==> src/rtl/core/mdet_pkg.sv <==
// Shared constants, permutation table and helper functions for the
// determinant block. No dependencies.
`timescale 1ns / 1ps

package mdet_pkg;

    localparam int MAX_ORDER_DEF     = 4;
    localparam int ELEMENT_WIDTH_DEF = 12;

    localparam int          CFG_ORDER_W  = 3;
    localparam logic [2:0]  ORDER_RESET  = 3'd4;

    localparam int FRAC_IN  = 8;
    localparam int FRAC_OUT = 32;
    localparam int DET_W    = 50;

    // Permutations of four columns. The first 1, 2 and 6 entries are
    // exactly the permutations of orders one, two and three.
    localparam int PERM_COUNT = 24;
    localparam int PERM_IDX_W = 5;
    localparam int PERM_ROW_W = 2;

    // Column for row r sits at bits [2r+1:2r].
    localparam logic [7:0] PERM_COL [PERM_COUNT] = '{
        {2'd3, 2'd2, 2'd1, 2'd0}, {2'd3, 2'd2, 2'd0, 2'd1},
        {2'd3, 2'd1, 2'd2, 2'd0}, {2'd3, 2'd0, 2'd2, 2'd1},
        {2'd3, 2'd1, 2'd0, 2'd2}, {2'd3, 2'd0, 2'd1, 2'd2},
        {2'd2, 2'd3, 2'd1, 2'd0}, {2'd2, 2'd3, 2'd0, 2'd1},
        {2'd2, 2'd1, 2'd3, 2'd0}, {2'd2, 2'd0, 2'd3, 2'd1},
        {2'd2, 2'd1, 2'd0, 2'd3}, {2'd2, 2'd0, 2'd1, 2'd3},
        {2'd1, 2'd3, 2'd2, 2'd0}, {2'd1, 2'd3, 2'd0, 2'd2},
        {2'd1, 2'd2, 2'd3, 2'd0}, {2'd1, 2'd0, 2'd3, 2'd2},
        {2'd1, 2'd2, 2'd0, 2'd3}, {2'd1, 2'd0, 2'd2, 2'd3},
        {2'd0, 2'd3, 2'd2, 2'd1}, {2'd0, 2'd3, 2'd1, 2'd2},
        {2'd0, 2'd2, 2'd3, 2'd1}, {2'd0, 2'd2, 2'd1, 2'd3},
        {2'd0, 2'd1, 2'd3, 2'd2}, {2'd0, 2'd1, 2'd2, 2'd3}
    };

    // Odd permutations.
    localparam logic [PERM_COUNT-1:0] PERM_NEG = 24'b0110_0110_0110_0110_0110_0110;

    typedef struct packed {
        logic busy;
        logic done;
    } eng_stat_t;

    function automatic logic [PERM_IDX_W-1:0] perm_total(input logic [2:0] n);
        logic [PERM_IDX_W-1:0] f;
        case (n)
            3'd1:    f = 5'd1;
            3'd2:    f = 5'd2;
            3'd3:    f = 5'd6;
            default: f = 5'd24;
        endcase
        return f;
    endfunction

    // Left shift from Q(8n) product to 32 fraction bits.
    function automatic logic [4:0] out_shift(input logic [2:0] n);
        logic [4:0] s;
        case (n)
            3'd1:    s = 5'(FRAC_OUT - FRAC_IN);
            3'd2:    s = 5'(FRAC_OUT - 2 * FRAC_IN);
            3'd3:    s = 5'(FRAC_OUT - 3 * FRAC_IN);
            default: s = 5'(FRAC_OUT - 4 * FRAC_IN);
        endcase
        return s;
    endfunction

endpackage

==> src/rtl/core/matrix_determinant_top.sv <==
// Determinant block top level: element load, order register, result
// register. Instantiates mdet_store and mdet_engine; uses mdet_pkg.
`timescale 1ns / 1ps

// Loads an n-by-n matrix (n = order register, 1..MAX_ORDER; 0 reads as 1,
// larger values saturate) one signed Q4.8 element per transfer, row-major,
// then returns its determinant as signed Q.32 in 50 bits. Elements load at
// one per cycle into the element store while s_ready is high. After the
// last element, the input side stalls while the engine walks the n!
// permutations of the columns, one store read per row, paced by the single
// read port of the store and the one multiplier. A finished result waits
// in the output register while loading of the next matrix goes on; only
// its last element waits for that register to empty. Writing the order
// restarts loading at element 0; write it only while the block is idle.
// No clearing pass follows reset.
module matrix_determinant_top import mdet_pkg::*; #(
    parameter int MAX_ORDER     = MAX_ORDER_DEF,
    parameter int ELEMENT_WIDTH = ELEMENT_WIDTH_DEF
) (
    input  logic                            aclk,
    input  logic                            aresetn,
    // configuration
    input  logic                            cfg_wr_en,
    input  logic [CFG_ORDER_W-1:0]          cfg_wr_data,
    // element channel
    input  logic                            s_valid,
    output logic                            s_ready,
    input  logic signed [ELEMENT_WIDTH-1:0] s_element,
    // result channel
    output logic                            m_valid,
    input  logic                            m_ready,
    output logic signed [DET_W-1:0]         m_determinant
);

    localparam int DEPTH  = MAX_ORDER * MAX_ORDER;
    localparam int ADDR_W = (DEPTH > 1) ? $clog2(DEPTH) : 1;
    localparam int ORD_W  = $clog2(MAX_ORDER + 1);
    localparam int SQ_W   = 2 * ORD_W;

    logic [CFG_ORDER_W-1:0] order_reg;
    logic [ADDR_W-1:0]      load_cnt_reg;
    logic                   m_valid_reg;
    logic signed [DET_W-1:0] m_det_reg;

    logic [ORD_W-1:0]  n_eff;
    logic [SQ_W-1:0]   n_sq;
    logic [ADDR_W-1:0] last_idx;
    logic              load_last;
    logic              s_xfer;
    logic              start;

    logic                            rd_en;
    logic [ADDR_W-1:0]               rd_addr;
    logic signed [ELEMENT_WIDTH-1:0] rd_data;
    logic signed [DET_W-1:0]         eng_det;
    eng_stat_t                       eng_stat;

    // Saturate the order into 1..MAX_ORDER.
    always_comb begin
        if (order_reg == '0) begin
            n_eff = ORD_W'(1);
        end else if (order_reg > CFG_ORDER_W'(MAX_ORDER)) begin
            n_eff = ORD_W'(MAX_ORDER);
        end else begin
            n_eff = order_reg[ORD_W-1:0];
        end
    end

    assign n_sq      = SQ_W'(n_eff) * SQ_W'(n_eff);
    assign last_idx  = ADDR_W'(n_sq - SQ_W'(1));
    assign load_last = (load_cnt_reg == last_idx);

    // Stall while computing; hold the last element until the result
    // register is free so the engine never finds it occupied.
    assign s_ready = !eng_stat.busy && !(m_valid_reg && load_last);
    assign s_xfer  = s_valid && s_ready;
    assign start   = s_xfer && load_last;

    always_ff @(posedge aclk) begin
        if (!aresetn) begin
            order_reg    <= ORDER_RESET;
            load_cnt_reg <= '0;
        end else if (cfg_wr_en) begin
            order_reg    <= cfg_wr_data;
            load_cnt_reg <= '0;
        end else if (s_xfer) begin
            load_cnt_reg <= load_last ? '0 : load_cnt_reg + 1'b1;
        end
    end

    mdet_store #(
        .DEPTH  (DEPTH),
        .WIDTH  (ELEMENT_WIDTH),
        .ADDR_W (ADDR_W)
    ) u_store (
        .aclk    (aclk),
        .wr_en   (s_xfer),
        .wr_addr (load_cnt_reg),
        .wr_data (s_element),
        .rd_en   (rd_en),
        .rd_addr (rd_addr),
        .rd_data (rd_data)
    );

    mdet_engine #(
        .MAX_ORDER     (MAX_ORDER),
        .ELEMENT_WIDTH (ELEMENT_WIDTH),
        .ORD_W         (ORD_W),
        .ADDR_W        (ADDR_W)
    ) u_engine (
        .aclk    (aclk),
        .aresetn (aresetn),
        .start   (start),
        .order_n (n_eff),
        .rd_en   (rd_en),
        .rd_addr (rd_addr),
        .rd_data (rd_data),
        .det     (eng_det),
        .stat    (eng_stat)
    );

    // Output register: loaded when the engine finishes, cleared on transfer.
    always_ff @(posedge aclk) begin
        if (!aresetn) begin
            m_valid_reg <= 1'b0;
        end else if (eng_stat.done) begin
            m_valid_reg <= 1'b1;
        end else if (m_valid_reg && m_ready) begin
            m_valid_reg <= 1'b0;
        end
    end

    always_ff @(posedge aclk) begin
        if (eng_stat.done) begin
            m_det_reg <= eng_det;
        end
    end

    assign m_valid       = m_valid_reg;
    assign m_determinant = m_det_reg;

    // The store is never written while the engine reads it.
    a_no_load_busy: assert property (@(posedge aclk) disable iff (!aresetn)
        s_xfer |-> !eng_stat.busy)
        else $error("element transfer during compute");

    a_result_free: assert property (@(posedge aclk) disable iff (!aresetn)
        eng_stat.done |-> !m_valid_reg)
        else $error("result register still occupied at engine finish");

    a_start_busy: assert property (@(posedge aclk) disable iff (!aresetn)
        start |=> eng_stat.busy)
        else $error("engine did not start after last element");

    a_cfg_restart: assert property (@(posedge aclk) disable iff (!aresetn)
        cfg_wr_en |=> load_cnt_reg == '0)
        else $error("order write did not restart loading");

endmodule

==> src/rtl/core/mdet_store.sv <==
// Matrix element store: one write port, one read port, registered read.
// Depends on nothing.
`timescale 1ns / 1ps

module mdet_store #(
    parameter int DEPTH  = 16,
    parameter int WIDTH  = 12,
    parameter int ADDR_W = 4
) (
    input  logic              aclk,
    input  logic              wr_en,
    input  logic [ADDR_W-1:0] wr_addr,
    input  logic [WIDTH-1:0]  wr_data,
    input  logic              rd_en,
    input  logic [ADDR_W-1:0] rd_addr,
    output logic [WIDTH-1:0]  rd_data
);

    logic [WIDTH-1:0] mem [DEPTH];
    logic [WIDTH-1:0] rd_data_reg;

    always_ff @(posedge aclk) begin
        if (wr_en) begin
            mem[wr_addr] <= wr_data;
        end
    end

    always_ff @(posedge aclk) begin
        if (rd_en) begin
            rd_data_reg <= mem[rd_addr];
        end
    end

    assign rd_data = rd_data_reg;

endmodule

==> src/rtl/core/mdet_engine.sv <==
// Permutation-product sequencer: reads the store row by row, multiplies,
// accumulates signed products and scales the sum. Depends on mdet_pkg.
`timescale 1ns / 1ps

module mdet_engine import mdet_pkg::*; #(
    parameter int MAX_ORDER     = MAX_ORDER_DEF,
    parameter int ELEMENT_WIDTH = ELEMENT_WIDTH_DEF,
    parameter int ORD_W         = 3,
    parameter int ADDR_W        = 4
) (
    input  logic                      aclk,
    input  logic                      aresetn,
    input  logic                      start,
    input  logic [ORD_W-1:0]          order_n,
    output logic                      rd_en,
    output logic [ADDR_W-1:0]         rd_addr,
    input  logic signed [ELEMENT_WIDTH-1:0] rd_data,
    output logic signed [DET_W-1:0]   det,
    output eng_stat_t                 stat
);

    localparam int PROD_W = ELEMENT_WIDTH * MAX_ORDER;
    localparam int MUL_W  = PROD_W + ELEMENT_WIDTH;
    localparam int ACC_W  = PROD_W + 5;
    localparam int EXT_W  = ACC_W + FRAC_OUT;

    localparam logic [1:0] ST_IDLE  = 2'd0;
    localparam logic [1:0] ST_RUN   = 2'd1;
    localparam logic [1:0] ST_DRAIN = 2'd2;
    localparam logic [1:0] ST_DONE  = 2'd3;

    logic [1:0]            state_reg;
    logic [ORD_W-1:0]      n_reg;
    logic [PERM_IDX_W-1:0] perm_reg;
    logic [PERM_ROW_W-1:0] row_reg;

    logic rd_valid_reg, rd_first_reg, rd_last_reg, rd_neg_reg;
    logic add_pend_reg, add_neg_reg;

    logic signed [PROD_W-1:0] prod_reg, prod_next;
    logic signed [ACC_W-1:0]  acc_reg, acc_next;
    logic signed [DET_W-1:0]  det_reg, det_next;

    logic                 row_last, perm_last, pipe_empty;
    logic [1:0]           col;
    logic [4:0]           addr_full;
    logic signed [MUL_W-1:0] mul_full;
    logic signed [EXT_W-1:0] acc_ext, acc_shifted;

    assign row_last   = ({1'b0, row_reg} == (3'(n_reg) - 3'd1));
    assign perm_last  = (perm_reg == (perm_total(3'(n_reg)) - 5'd1));
    assign pipe_empty = !rd_valid_reg && !add_pend_reg;

    // Store address of (row, column of this permutation).
    assign col       = PERM_COL[perm_reg][2*row_reg +: 2];
    assign addr_full = 5'(row_reg) * 5'(n_reg) + 5'(col);
    assign rd_addr   = addr_full[ADDR_W-1:0];
    assign rd_en     = (state_reg == ST_RUN);

    assign mul_full  = prod_reg * rd_data;
    assign prod_next = rd_first_reg ? PROD_W'(rd_data) : mul_full[PROD_W-1:0];
    assign acc_next  = add_neg_reg ? acc_reg - ACC_W'(prod_reg)
                                   : acc_reg + ACC_W'(prod_reg);

    assign acc_ext     = EXT_W'(acc_reg);
    assign acc_shifted = acc_ext <<< out_shift(3'(n_reg));
    assign det_next    = acc_shifted[DET_W-1:0];

    always_ff @(posedge aclk) begin
        if (!aresetn) begin
            state_reg    <= ST_IDLE;
            perm_reg     <= '0;
            row_reg      <= '0;
            rd_valid_reg <= 1'b0;
            add_pend_reg <= 1'b0;
        end else begin
            rd_valid_reg <= (state_reg == ST_RUN);
            add_pend_reg <= rd_valid_reg && rd_last_reg;
            case (state_reg)
                ST_IDLE: begin
                    perm_reg <= '0;
                    row_reg  <= '0;
                    if (start) begin
                        state_reg <= ST_RUN;
                    end
                end
                ST_RUN: begin
                    if (row_last) begin
                        row_reg  <= '0;
                        perm_reg <= perm_reg + 1'b1;
                        if (perm_last) begin
                            state_reg <= ST_DRAIN;
                        end
                    end else begin
                        row_reg <= row_reg + 1'b1;
                    end
                end
                ST_DRAIN: begin
                    if (pipe_empty) begin
                        state_reg <= ST_DONE;
                    end
                end
                ST_DONE: begin
                    state_reg <= ST_IDLE;
                end
                default: begin
                    state_reg <= ST_IDLE;
                end
            endcase
        end
    end

    always_ff @(posedge aclk) begin
        if (state_reg == ST_IDLE && start) begin
            n_reg   <= order_n;
            acc_reg <= '0;
        end else if (add_pend_reg) begin
            acc_reg <= acc_next;
        end
        rd_first_reg <= (row_reg == '0);
        rd_last_reg  <= row_last;
        rd_neg_reg   <= PERM_NEG[perm_reg];
        if (rd_valid_reg) begin
            prod_reg    <= prod_next;
            add_neg_reg <= rd_neg_reg;
        end
        if (state_reg == ST_DRAIN && pipe_empty) begin
            det_reg <= det_next;
        end
    end

    assign det       = det_reg;
    assign stat.busy = (state_reg != ST_IDLE);
    assign stat.done = (state_reg == ST_DONE);

    a_start_idle: assert property (@(posedge aclk) disable iff (!aresetn)
        start |-> state_reg == ST_IDLE)
        else $error("start while engine busy");

    a_no_read_after_run: assert property (@(posedge aclk) disable iff (!aresetn)
        state_reg == ST_DONE |-> !rd_valid_reg && !add_pend_reg)
        else $error("result taken before pipeline drained");

    a_done_pulse: assert property (@(posedge aclk) disable iff (!aresetn)
        state_reg == ST_DONE |=> state_reg == ST_IDLE)
        else $error("done lasted more than one cycle");

endmodule

==> config.mk <==
export PLATFORM = sky130hd
export DESIGN_NAME = matrix_determinant_top
export DESIGN_NICKNAME = d
export VERILOG_FILES = /design/src/rtl/core/mdet_pkg.sv /design/src/rtl/core/matrix_determinant_top.sv /design/src/rtl/core/mdet_store.sv /design/src/rtl/core/mdet_engine.sv
export SDC_FILE = /design/constraint.sdc
export NUM_CORES = 2
export LEC_CHECK = 0
export ABC_CLOCK_PERIOD_IN_PS = 10500
export BUFFER_PORTS_ARGS = -buffer_cell sky130_fd_sc_hd__clkbuf_2
export CORE_MARGIN = 3
export CORE_UTILIZATION = 35
export CTS_BUF_LIST = sky130_fd_sc_hd__clkbuf_4 sky130_fd_sc_hd__clkbuf_8 sky130_fd_sc_hd__clkbuf_16
export CTS_CLUSTER_DIAMETER = 80
export DETAILED_ROUTE_END_ITERATION = 8
export GPL_ROUTABILITY_DRIVEN = 1
export PLACE_DENSITY_LB_ADDON = 0.25
export SETUP_SLACK_MARGIN = 0.2
export SYNTH_ARGS = -nofsm -noshare
export SYNTH_HDL_FRONTEND = slang
export SYNTH_HIERARCHICAL = 1
export SYNTH_SLANG_ARGS = --single-unit
==> constraint.sdc <==
create_clock -name aclk -period 10.5 [get_ports aclk]
set_input_delay 1.575 -clock aclk [delete_from_list [all_inputs] [get_ports aclk]]
set_output_delay 1.575 -clock aclk [all_outputs]
set_load 0.01 [all_outputs]
# Word level (Yosys, flattened, before mapping)
# Memory sizes are Yosys's and may differ from the RTL's. A register that Yosys moved wholly into a read port is not among the register bits.
# Index checks and enable logic that the tools add are counted.
[word_totals]
elab_cells = 94
mem_bits_rw = 192
mem_bits_ro = 288
mem_count = 3
output_inout_bits = 52
regBits = 226
[memory_table]
columns = ["memory", "words", "word_bits", "read_ports", "rd_ports_with_merged_regs", "wr", "line", "text"]
rows = [
  ["(name not given)", 32, 8, 1, 0, 0, "mdet_engine.sv:55", "assign col = PERM_COL[perm_reg][2*row_reg +: 2];"],
  ["u_store.mem", 16, 12, 1, 1, 1, "mdet_store.sv:19", "logic [WIDTH-1:0] mem [DEPTH];"],
  ["(name not given)", 32, 1, 1, 1, 0, "mdet_engine.sv:122", "rd_neg_reg <= PERM_NEG[perm_reg];"],
]
[op_classes]
order_cmp = 2
n_bitwise = 2
eq_ne = 13
addsub = 9
n_shift = 2
reduce_logical = 22
n_mux = 22
multipliers = 3
[op_table]
columns = ["cell", "count"]
rows = [
  ["$add 53x48->53", 1],
  ["$mux 53", 1],
  ["$sshl 53x5->50", 1],
  ["$sub 53x48->53", 1],
  ["$mul 48x12->48", 1],
  ["$mux 48", 1],
  ["$pmux 5 s3", 2],
  ["$mux 8", 2],
  ["$mux 2", 5],
  ["$pmux 5 s2", 1],
  ["$logic_and 1x1->1", 9],
  ["$ne 2x1->1 const B", 4],
  ["$pmux 2 s4", 1],
  ["$shiftx 8x4->2", 1],
  ["$eq 3x2->1 const B", 2],
  ["$ge 6x6->1 const B", 1],
  ["$mux 3", 2],
  ["$not 5->6", 1],
  ["$reduce_bool 2->1", 3],
  ["$add 5x1->5 const B", 1],
  ["$eq 5x5->1", 1],
  ["$mux 5", 1],
  ["$sub 5x1->5 const B", 1],
  ["$add 4x1->4 const B", 1],
  ["22 further kinds", 30],
]

# Longest topological paths before layout
[logic_depth]
depth_word = 13
ltp_mapped = 25

# Hierarchy
# The synthesis kept the hierarchy.
[modules_own_cells]
columns = ["module", "n_inst", "area_each_um2", "seq_area_each_um2", "cells_each"]
rows = [
  ["mdet_engine", 1, 26451.6, 4344.2, 3037],
  ["mdet_store", 1, 7719.9, 6125.9, 329],
  ["matrix_determinant_top", 1, 1968.1, 1661.6, 98],
]

# Least setup slack after synthesis
# OpenSTA, ideal clock, no wires.
[synth_timing]
path_kind = "flip-flop to flip-flop"
from = "register u_store.rd_data_reg[11] (netlist: u_store/rd_data[11]) (read register of u_store.mem)"
to = "register u_engine.prod_reg[46] (data pin)"
path_stages_with_launch = 24
n_path_buf = 3
synth_period_minus_slack_ps = 6442
setup_slack_ps = 4058
required_ps = 10230
arrival_time_ps = 6172
cell_sequence = "edfxtp_1 clkbuf_1 inv_1 clkbuf_1 nor2_1 fa_1 fa_1 fa_1 fa_1 inv_1 fa_1 inv_1 ha_1 clkbuf_1 nand4_1 or3_1 nor4_1 nand3b_1 a311oi_1 a21oi_1 a31oi_1 o21ai_0 xnor2_1 o21ai_0"
[synth_via]
elab_chain_len = 2
[synth_rtl]
columns = ["element", "line", "text"]
rows = [
  ["start, declared", "mdet_store.sv:20", "logic [WIDTH-1:0] rd_data_reg;"],
  ["$mul 48x12->48", "mdet_engine.sv:60", "assign mul_full = prod_reg * rd_data;"],
  ["$mux 48 *", "mdet_engine.sv:61", "assign prod_next = rd_first_reg ? PROD_W'(rd_data) : mul_full[PROD_W-1:0];"],
  ["named net u_engine.prod_next[46]", "mdet_engine.sv:40", "logic signed [PROD_W-1:0] prod_reg, prod_next;"],
  ["end signal, assigned", "mdet_engine.sv:124", "prod_reg <= prod_next;"],
  ["end, declared", "mdet_engine.sv:40", ""],
]
# The timed path passes the listed nets; every way through them passes the cells marked *.
# A chain may end at the register's enable or synchronous reset.

# Final worst setup path
[layout_timing]
from = "register u_store.rd_data_reg[7] (netlist: u_store/rd_data[7]) (read register of u_store.mem)"
to = "register u_engine.prod_reg[46] (data pin)"
[layout_via]
elab_chain_len = 2
[layout_rtl]
columns = ["element", "line"]
rows = [
  ["$mul 48x12->48", "mdet_engine.sv:60"],
  ["$mux 48", "mdet_engine.sv:61"],
  ["named net u_engine.prod_next[46]", "mdet_engine.sv:40"],
]
# The timed path passes the listed nets, and every way through them passes these cells.

==> metrics.txt <==
status=finished clean; first-pass GRT wire length=~150000 um; WP data arrival=roughly 8200 ps; Initial Utilization=around 35%; fin nets=just over 4000; DP HPWL=approximately 65000 um; slew margin rel.=between 20% and 30%; Worst Reg-to-Reg Cells=21; final core utilization=about two fifths; total gr overflow=0; Post-CTS Setup Bufs=0; Final Skew=~34 ps; FF+latch area=12140 um2; CP Max Fanout=22; vias=between 20000 and 25000; GRT Overall Usage=between 15 and 20%; number of flops mapped to enable cells by yosys=~360; final hold viol count=0; DRC=0; CTS Sinks=approximately 430; Root Driver=clkbuf_16; clk buf depth=3; share of post-route cells with drive strength above 1=about 8%; wire length per cell=about 19 um; CTS Hold Bufs=0; Gate Count Post-Synth=roughly 3500; routed vias/inst=around 5.0; num ports=between 70 and 80; drt pass-1 iters=5; Post-synth ARST share=0%; worst r2r src=u_store/rd_data[7]; # fillers=~10000; Worst Max-Slew Pin Slew=between 1000 and 1500 ps; WP data required=about 11000 ps; Fmax achieved=about 130 MHz; max-slew violation count=0; worst skew pair latency=620 ps; path type of the worst min-delay path=reg -> reg; chip width=around 330 um; Hold EP=u_engine/add_neg_reg; die area=107100 um2; Hold Crit Start=u_engine/rd_neg_reg; Tmin final=slightly below 8000 ps; CTS tree=built; port buffer count=71; ys flop type=edfxtp_1; area grow syn2layout=9.590%; average size of a mapped cell=10.43 um2; Post-Syn Nets=~4000; Die H=approximately 330 um; DR iter-0 viols=1398; worst flop-to-flop path endpoint=u_engine/prod_reg[46]; final hold slack=between 400 and 500 ps; final setup fails=0; multi-input logic area=between 20000 and 25000 um2; Reg2Reg Setup Slack=~2600 ps; max FFs per register=approximately 190; cts repair resizes=0; sequential share of the synthesized area=33.57%; clock slew at reported path FFs=about 60 ps; unrepaired setup endpoints after global routing=false; YS warnings=6; post-route ant nets=0; initial antenna violation count=1; Max Cap Viol=0; crit share post-route=roughly 75%; #FFs+latches synth=approximately 430; Post-Syn Area=roughly 36000 um2; Reg with most FFs=u_store/mem; Placer Congestion=0.8357; TritonCTS Buffers=50; row count=between 100 and 150; Setup crit end kind=flop; largest net degree at the start of global routing=55; critical path launch point type=flop; WL final=91430 um; Setup CP Type=reg -> reg; Worst Hold Depth=0; vias in the first global route=25780; Setup TNS=0 ps; H-tree Lvls=2; number of distinct library cells after synthesis=89; Placeable Area=102200 um2
-- Yosys cell counts, drive strengths merged, types with 79 or more instances --
library cell / number / area [um2]
xnor2: 121 / 1060
ha: 184 / 2302
and2: 127 / 794.5
nand2: 493 / 1853
inv: 523 / 1963
o21ai: 111 / 555.5
fa: 403 / 8068
a21oi: 153 / 773.2
mux2i: 79 / 790.8
nor2: 173 / 649.4
clkbuf: 163 / 613.1
edfxtp: 356 / 10690
-- critical path, stage by stage, from the launching register on --
cell and delay (ps):
edfxtp_1 830, buf_4 430, nand2_1 140, fa_1 460
fa_1 550, inv_1 50, fa_1 460, fa_1 540
inv_1 50, fa_1 530, inv_1 40, ha_1 240
or4_1 500, o21ai_0 240, nor4_1 90, nand3b_1 410
a311oi_1 950, a21oi_1 280, a31oi_1 400, o21ai_0 160
xnor2_1 140, o21ai_0 80
-- per-layer routing --
layer	wire [um]	up-vias	track usage, %
met2	44660	468	29.97
met4	1744	0	3.803
li1	-	11370	-
met3	3775	116	2.094
met1	41240	12380	23.77
met5	0	-	0
-- per-stage QoR --
stage / cells / setup WS [ps] / area (um2)
floorplan: 3464 / 4058 / 36140
detailed placement: 4763 / 2674 / 37850
global route: 4854 / 2192 / 39600
CTS: 4854 / 2653 / 39600
finish: 4855 / 2616 / 39610
global placement: 4763 / 2778 / 37850
-- cell type report --
class / count / area share (%)
diodes: 1 / 0.006318
clock buffers: 64 / 3.633
clock inverters: 27 / 0.8056
inverters: 526 / 4.985
multi-input cells: 2326 / 53.88
flip-flops and latches: 428 / 30.64
well taps: 1368 / 4.322
repair buffers: 115 / 1.731
-- logic make-up (layout without fill, tap and decap cells) --
group | Yosys count | after routing | share of synthesized area (%)
simple gates | 978 | 978 | 12.51
buf+inv | 710 | 732 | 7.534
fa+ha+maj | 587 | 587 | 28.69
compound gates | 466 | 466 | 8.101
flops | 428 | 428 | 33.57
xor+xnor | 157 | 157 | 3.826
mux | 138 | 138 | 5.771
other cells | 0 | 1 | 0
-- cell usage in the layout (no fill, tap or decap), types with 36 or more instances in the layout --
cell / Yosys / final
inv_1: 521 / 521
nand2_1: 492 / 492
edfxtp_1: 356 / 356
clkbuf_16: 0 / 54
mux2i_1: 79 / 79
and2_1: 127 / 127
dfxtp_1: 72 / 69
a21o_1: 40 / 40
a21oi_1: 151 / 151
mux4_2: 36 / 36
nor2_1: 173 / 171
o21ai_0: 111 / 111
fa_1: 403 / 403
xnor2_1: 121 / 121
clkbuf_2: 1 / 71
buf_4: 0 / 44
ha_1: 184 / 181
-- how the worst max path moves through the flow --
stage,cells past startpoint,from,slack [ps],end
finish,21,u_store/rd_data[7],2620,u_engine/prod_reg[46]
global route,21,u_store/rd_data[7],2190,u_engine/prod_reg[44]
CTS,21,u_store/rd_data[7],2650,u_engine/prod_reg[46]
detailed placement,21,u_store/rd_data[7],2670,u_engine/prod_reg[46]
global placement,21,u_store/rd_data[7],2780,u_engine/prod_reg[46]
floorplan,23,u_store/rd_data[11],4060,u_engine/prod_reg[46]
Power is not shown: default switching activity piles up to over one toggle a cycle in this logic, so the estimate is an artifact.
